$ cat src/sv/rpn_pkg.sv
`timescale 1ns / 1ps
// Shared constants for the RPN stack calculator: stack size, field widths,
// command codes and status codes. Depends on nothing.
package rpn_pkg;

  localparam int STACK_DEPTH = 16;
  localparam int DATA_W      = 32;
  localparam int CMD_W       = 3;
  localparam int STATUS_W    = 3;
  localparam int DEPTH_W     = 5;
  localparam int CNT_W       = $clog2(STACK_DEPTH + 1);
  localparam int ADDR_W      = $clog2(STACK_DEPTH);
  localparam int ITER_W      = $clog2(DATA_W);

  typedef logic [CMD_W-1:0]    cmd_t;
  typedef logic [STATUS_W-1:0] status_t;
  typedef logic [DATA_W-1:0]   data_t;

  localparam cmd_t CMD_PUSH = 3'd0;
  localparam cmd_t CMD_ADD  = 3'd1;
  localparam cmd_t CMD_SUB  = 3'd2;
  localparam cmd_t CMD_MUL  = 3'd3;
  localparam cmd_t CMD_DIV  = 3'd4;

  localparam status_t ST_OK      = 3'd0;
  localparam status_t ST_EMPTY   = 3'd1;
  localparam status_t ST_ONE     = 3'd2;
  localparam status_t ST_FULL    = 3'd3;
  localparam status_t ST_DIVZERO = 3'd4;

endpackage

$ cat src/sv/rpn_stack_calculator_unit.sv
`timescale 1ns / 1ps
// RPN stack calculator top level: operand stack memory, cached top entry,
// arithmetic and an iterative divider. Depends on rpn_pkg.
//
// Usage: a command transfer happens at a rising edge with start high and
// busy low; in_command selects push, add, subtract, multiply or divide and
// in_value is the number to push. Every command yields exactly one result,
// shown on out_status, out_top_value and out_depth for one cycle while
// out_valid is high. The receiver cannot stall, so each result must be
// taken in the cycle it is shown.
// A push, any error and an unknown command give a result registered at
// the transfer; add, subtract and multiply pass through S_READ and S_WB,
// and divide through S_READ, the 32 steps of the shift-subtract divider in
// S_DIV, and S_WB. S_READ waits on the registered read of the deeper
// operand from the stack memory. busy is high from the transfer until the
// result is shown, and a new command may be transferred in the cycle its
// predecessor's result is shown.
// Reset empties the stack; stack memory contents are not cleared.
module rpn_stack_calculator_unit (
  input  logic                            clk,
  input  logic                            rst_n,
  input  logic                            start,
  output logic                            busy,
  input  logic [rpn_pkg::CMD_W-1:0]       in_command,
  input  logic signed [rpn_pkg::DATA_W-1:0] in_value,
  output logic                            out_valid,
  output logic [rpn_pkg::STATUS_W-1:0]    out_status,
  output logic signed [rpn_pkg::DATA_W-1:0] out_top_value,
  output logic [rpn_pkg::DEPTH_W-1:0]     out_depth
);

  localparam logic [2:0] S_IDLE = 3'd0;
  localparam logic [2:0] S_READ = 3'd1;
  localparam logic [2:0] S_DIV  = 3'd2;
  localparam logic [2:0] S_WB   = 3'd3;

  localparam int CW = rpn_pkg::CNT_W;
  localparam int AW = rpn_pkg::ADDR_W;
  localparam int DW = rpn_pkg::DATA_W;
  localparam int IW = rpn_pkg::ITER_W;

  rpn_pkg::data_t mem [rpn_pkg::STACK_DEPTH];
  rpn_pkg::data_t rd_r;

  logic [2:0]       state_r, state_nxt;
  logic [CW-1:0]    count_r, count_nxt;
  rpn_pkg::cmd_t    cmd_r, cmd_nxt;
  rpn_pkg::data_t   top_r, top_nxt;
  rpn_pkg::data_t   res_r, res_nxt;
  rpn_pkg::data_t   rem_r, rem_nxt;
  rpn_pkg::data_t   dvs_r, dvs_nxt;
  logic             neg_r, neg_nxt;
  logic [IW-1:0]    iter_r, iter_nxt;
  logic             out_valid_r, out_valid_nxt;
  rpn_pkg::status_t out_status_r, out_status_nxt;
  rpn_pkg::data_t   out_top_r, out_top_nxt;
  logic [CW-1:0]    out_cnt_r, out_cnt_nxt;

  logic             mem_we, mem_re;
  logic [AW-1:0]    mem_waddr, mem_raddr;
  rpn_pkg::data_t   mem_wdata;
  logic [CW-1:0]    cnt_m2;
  logic [DW:0]      rem_sh;
  logic             ge;
  rpn_pkg::data_t   result;

  assign cnt_m2 = count_r - CW'(2);
  assign rem_sh = {rem_r, res_r[DW-1]};
  assign ge     = rem_sh >= {1'b0, dvs_r};
  assign result = ((cmd_r == rpn_pkg::CMD_DIV) && neg_r) ? (0 - res_r) : res_r;

  always_comb begin
    state_nxt      = state_r;
    count_nxt      = count_r;
    cmd_nxt        = cmd_r;
    top_nxt        = top_r;
    res_nxt        = res_r;
    rem_nxt        = rem_r;
    dvs_nxt        = dvs_r;
    neg_nxt        = neg_r;
    iter_nxt       = iter_r;
    out_valid_nxt  = 1'b0;
    out_status_nxt = out_status_r;
    out_top_nxt    = out_top_r;
    out_cnt_nxt    = out_cnt_r;
    mem_we         = 1'b0;
    mem_re         = 1'b0;
    mem_waddr      = count_r[AW-1:0];
    mem_raddr      = cnt_m2[AW-1:0];
    mem_wdata      = res_r;
    unique case (state_r)
      S_IDLE: begin
        if (start) begin
          cmd_nxt        = in_command;
          out_valid_nxt  = 1'b1;
          out_status_nxt = rpn_pkg::ST_OK;
          out_cnt_nxt    = count_r;
          out_top_nxt    = (count_r == '0) ? '0 : top_r;
          if (in_command == rpn_pkg::CMD_PUSH) begin
            if (count_r == CW'(rpn_pkg::STACK_DEPTH)) begin
              out_status_nxt = rpn_pkg::ST_FULL;
            end else begin
              mem_we      = 1'b1;
              mem_waddr   = count_r[AW-1:0];
              mem_wdata   = in_value;
              top_nxt     = in_value;
              count_nxt   = count_r + CW'(1);
              out_cnt_nxt = count_r + CW'(1);
              out_top_nxt = in_value;
            end
          end else if (in_command == rpn_pkg::CMD_ADD || in_command == rpn_pkg::CMD_SUB ||
                       in_command == rpn_pkg::CMD_MUL || in_command == rpn_pkg::CMD_DIV) begin
            if (count_r == '0) begin
              out_status_nxt = rpn_pkg::ST_EMPTY;
            end else if (count_r == CW'(1)) begin
              out_status_nxt = rpn_pkg::ST_ONE;
            end else if (in_command == rpn_pkg::CMD_DIV && top_r == '0) begin
              out_status_nxt = rpn_pkg::ST_DIVZERO;
            end else begin
              out_valid_nxt = 1'b0;
              mem_re        = 1'b1;
              state_nxt     = S_READ;
            end
          end
        end
      end
      S_READ: begin
        state_nxt = S_WB;
        unique case (cmd_r)
          rpn_pkg::CMD_ADD: res_nxt = rd_r + top_r;
          rpn_pkg::CMD_SUB: res_nxt = rd_r - top_r;
          rpn_pkg::CMD_MUL: res_nxt = rd_r * top_r;
          default: begin
            neg_nxt   = rd_r[DW-1] ^ top_r[DW-1];
            res_nxt   = rd_r[DW-1] ? (0 - rd_r) : rd_r;
            dvs_nxt   = top_r[DW-1] ? (0 - top_r) : top_r;
            rem_nxt   = '0;
            iter_nxt  = '0;
            state_nxt = S_DIV;
          end
        endcase
      end
      S_DIV: begin
        rem_nxt  = ge ? DW'(rem_sh - {1'b0, dvs_r}) : rem_sh[DW-1:0];
        res_nxt  = {res_r[DW-2:0], ge};
        iter_nxt = iter_r + IW'(1);
        if (iter_r == IW'(DW - 1)) begin
          state_nxt = S_WB;
        end
      end
      S_WB: begin
        mem_we         = 1'b1;
        mem_waddr      = cnt_m2[AW-1:0];
        mem_wdata      = result;
        top_nxt        = result;
        count_nxt      = count_r - CW'(1);
        out_valid_nxt  = 1'b1;
        out_status_nxt = rpn_pkg::ST_OK;
        out_top_nxt    = result;
        out_cnt_nxt    = count_r - CW'(1);
        state_nxt      = S_IDLE;
      end
      default: begin
        state_nxt = S_IDLE;
      end
    endcase
  end

  always_ff @(posedge clk) begin
    if (mem_we) begin
      mem[mem_waddr] <= mem_wdata;
    end
    if (mem_re) begin
      rd_r <= mem[mem_raddr];
    end
  end

  always_ff @(posedge clk) begin
    if (!rst_n) begin
      state_r     <= S_IDLE;
      count_r     <= '0;
      out_valid_r <= 1'b0;
    end else begin
      state_r     <= state_nxt;
      count_r     <= count_nxt;
      out_valid_r <= out_valid_nxt;
    end
  end

  always_ff @(posedge clk) begin
    cmd_r        <= cmd_nxt;
    top_r        <= top_nxt;
    res_r        <= res_nxt;
    rem_r        <= rem_nxt;
    dvs_r        <= dvs_nxt;
    neg_r        <= neg_nxt;
    iter_r       <= iter_nxt;
    out_status_r <= out_status_nxt;
    out_top_r    <= out_top_nxt;
    out_cnt_r    <= out_cnt_nxt;
  end

  assign busy          = state_r != S_IDLE;
  assign out_valid     = out_valid_r;
  assign out_status    = out_status_r;
  assign out_top_value = out_top_r;
  assign out_depth     = rpn_pkg::DEPTH_W'(out_cnt_r);

endmodule

$ cat config.mk
export PLATFORM = sky130hd
export DESIGN_NAME = rpn_stack_calculator_unit
export DESIGN_NICKNAME = d
export VERILOG_FILES = /design/src/sv/rpn_pkg.sv /design/src/sv/rpn_stack_calculator_unit.sv
export SDC_FILE = /design/constraint.sdc
export NUM_CORES = 2
export LEC_CHECK = 0
export ABC_CLOCK_PERIOD_IN_PS = 12500
export BUFFER_PORTS_ARGS = -buffer_cell sky130_fd_sc_hd__buf_4
export CELL_PAD_IN_SITES_DETAIL_PLACEMENT = 1
export CELL_PAD_IN_SITES_GLOBAL_PLACEMENT = 2
export CORE_UTILIZATION = 45
export CTS_BUF_LIST = sky130_fd_sc_hd__clkbuf_8
export CTS_CLUSTER_DIAMETER = 80
export DETAILED_ROUTE_END_ITERATION = 12
export PLACE_DENSITY_LB_ADDON = 0.25
export SLEW_MARGIN = 20
export SYNTH_ARGS = -nofsm -noshare
export SYNTH_HDL_FRONTEND = slang
export SYNTH_SLANG_ARGS = --single-unit
$ cat constraint.sdc
create_clock -name clk -period 12.5 [get_ports clk]
set_input_delay 3.125 -clock clk [delete_from_list [all_inputs] [get_ports clk]]
set_output_delay 3.125 -clock clk [all_outputs]
set_load 0.03 [all_outputs]
==> flow_summary.ini <==
[status]
status = complete, no violations

[setup_path]
path_cells = buf_4 -> and2_1 -> fa_1 -> inv_1 -> fa_1 -> fa_1 -> fa_1 -> inv_1 -> fa_1 -> inv_1 -> fa_1 -> inv_1 -> fa_1 -> fa_1 -> ha_1 -> a2111oi_0 -> nand3_1 -> o2bb2ai_1 -> o21ai_0 -> a211oi_1 -> o31ai_1 -> xnor2_1 -> nor2_1 -> o32a_1
ff2ff_path_depth = 24
critPathKind = reg2reg
startpoint_type = flip-flop
max_stage_delay_ns = 0.67
cp_max_fo = 12
crit_arrival_ns = 8.80
cp_data_required_time_ns = 13.00
slowest_stage = edfxtp_1
worstSetupEndpointType = flip-flop
cp_common_cell = fa_1

[power]
ir_drop_mv = 0.316
power.total_mw = 10.6
seqPwrFrac_pct = 29.9
power.switching_mw = 4.35
p_leak_nw = 21.6
sw_frac_of_total_pct = 41.1
pwr-share-comb_pct = 50.7
p_int_mw = 6.24
clkPwrFrac_pct = 19.4
p_per_area_nw_per_um2 = 191

[floorplanning]
io-pin-count = 80
dieArea_um2 = 113000
core_um2 = 111000
die_h_um = 336
fp.dieW_um = 336
num_rows = 122
initial_core_util_pct = 45.4

[job]
maxCapViolations = 0

[sta]
finalHoldViolCount = 0
period_needed_ns = 8.30
tightest_slew_ns = 1.15
drv_slew = 0
period_share_pct = 66.4
maxSlewHeadroom_pct = 21.4
final.setup.tns_ns = 0
max_freq_ghz = 0.121
fin_skew_ns = 0.0675
rsz0062_at_grt = false
setup_viol = 0

[routing]
finalWirelength_um = 154000
drt-vias-per-instance = 5.69
drtIter0Drc = 2584
drc = 0
dr_total_vias = 32900
firstDrtPassIters = 6
ant_nets = 0
wl_per_cell_um = 26.6

[grt]
grtUsageTotal_pct = 28.0
antenna_found_initial = 6
grt_pass1_wl_um = 232000
grt_max_degree = 60
grt_pass1_vias = 35600
overflow = 0

[cells_and_area]
post-route-util_pct = 49.9
nets = 4845
drive_above_1_share_pct = 13.5
area_growth_syn_to_layout_pct = 9.96

[synth]
seq_area_frac_synth_pct = 43.3
synthTopCellsByArea = edfxtp_1 (43%), fa_1 (16%), mux4_2 (7.2%), ha_1 (5.0%), and2_1 (3.9%)
synth-warning-count = 0
yosys-top-cells-count = edfxtp_1 (721), inv_1 (469), fa_1 (410)
synth_area_per_cell_um2 = 12.3
synth_edf_count = 721
mappedNetlistArea_um2 = 50300
ys_async_sr_fraction_pct = 0
synth_nets = 4757
ys_seq_elements = 729
synth_top_area_share_pct = 43.0
synth_most_common_cell = edfxtp_1
synthCells = 4107
ys_types = 71
yosys.area.top_type = edfxtp_1
synth_ff_type = edfxtp_1

[clock_tree]
clk-insertion-delay-late_ns = 0.82
cts_tree = done
cts_buffer_depth = 3
post_cts_buffers = 0
cts.sinks = 729
hold_buffers = 0
root_buffer = clkbuf_8
path_clk_slew_ns = 0.07
htree_levels = 3
cts_made_buffers = 121
cts_resized = 0

[hold_path]
hp-class = reg2reg
min_path_cells = 2

[placement]
portBuffers = 79
gp_congestion = 0.896
dp_hpwl_um = 106000
[registers in the layout, summed over array words and instances (netlist names)]
name and count:
cmd_r 3, count_r 5, dvs_r 32, iter_r 5
mem 512, neg_r 1, out_depth 5, out_status 3
out_top_value 32, out_valid 1, rd_r 32, rem_r 32
res_r 32, state_r 2, top_r 32
[placed cells by master (no fill, tap or decap), types with 53 or more instances in the layout]
| cell | count |
|---|---|
| a21o_1 | 53 |
| a21oi_1 | 136 |
| and2_1 | 316 |
| buf_4 | 200 |
| clkbuf_8 | 125 |
| edfxtp_1 | 721 |
| fa_1 | 410 |
| ha_1 | 198 |
| inv_1 | 498 |
| mux4_2 | 160 |
| nand2_1 | 380 |
| nor2_1 | 128 |
| o21ai_0 | 132 |
| xnor2_1 | 167 |
| xor2_1 | 92 |
[cells by family after synthesis]
logic type	count (synthesis)	synth area share [%]
mux	192	7.80
simple gates	1028	10.2
compound gates	582	7.56
fa+ha+maj	612	21.3
flops	729	43.3
xor+xnor	260	4.53
buf+inv	704	5.26
[power by group through the flow]
stage	Sequential (mW)	Combinational [mW]	Clock, mW
2_1_floorplan	3.21	3.66	0
3_3_place_gp	3.21	5.27	0
3_5_place_dp	3.21	5.34	0
4_1_cts	3.16	5.39	2.10
5_1_grt	3.18	5.95	2.19
6_report	3.17	5.37	2.05
[through the flow]
stage	area (um^2)	hold slack, ns	worst slack [ns]	instances
after floorplan	50300	0.528	5.04	4107
after detailed placement	53000	0.572	4.21	5560
after global placement	53000	0.559	4.27	5560
after global routing	55300	0.609	3.73	5784
final	55300	0.584	4.20	5784
after CTS	55300	0.581	4.17	5780
[critical path: cells and delay by family (launching register included)]
kind | cells | cell delay, ns
buffers and inverters | 5 | 0.51
AND/OR/NAND/NOR | 3 | 0.38
XOR/XNOR | 1 | 0.18
AO/OA/AOI/OAI | 6 | 2.07
adder cells (fa/ha/maj) | 9 | 4.21
flip-flops | 1 | 0.67
[final timing paths]
path	from	end	slack, ns
max	rd_r[16]	res_r[31]	4.20
min	state_r[1]	state_r[1]	0.58
max reg2reg	rd_r[16]	res_r[31]	4.20
min reg2reg	state_r[1]	state_r[1]	0.58
[area by class of cell]
cell class / count / area, um^2
inverter: 469 / 1760
sequential: 729 / 21800
clock inverter: 95 / 589
fill: 11500 / 55500
multi-input combinational: 2674 / 26100
tap: 1488 / 1860
timing repair buffer: 200 / 1500
clock buffer: 125 / 1720
antenna: 4 / 10.0
[routing by layer]
layer,wire [um],share of wire (%),vias up,GRT usage [%]
met4,5360,3.5,2,10.1
li1,-,-,14400,-
met3,8870,5.8,269,3.84
met1,65400,43,17200,38.2
met5,9,0.0059,-,0
met2,73900,48,989,45.6
Power figures use the tool's default switching activity.
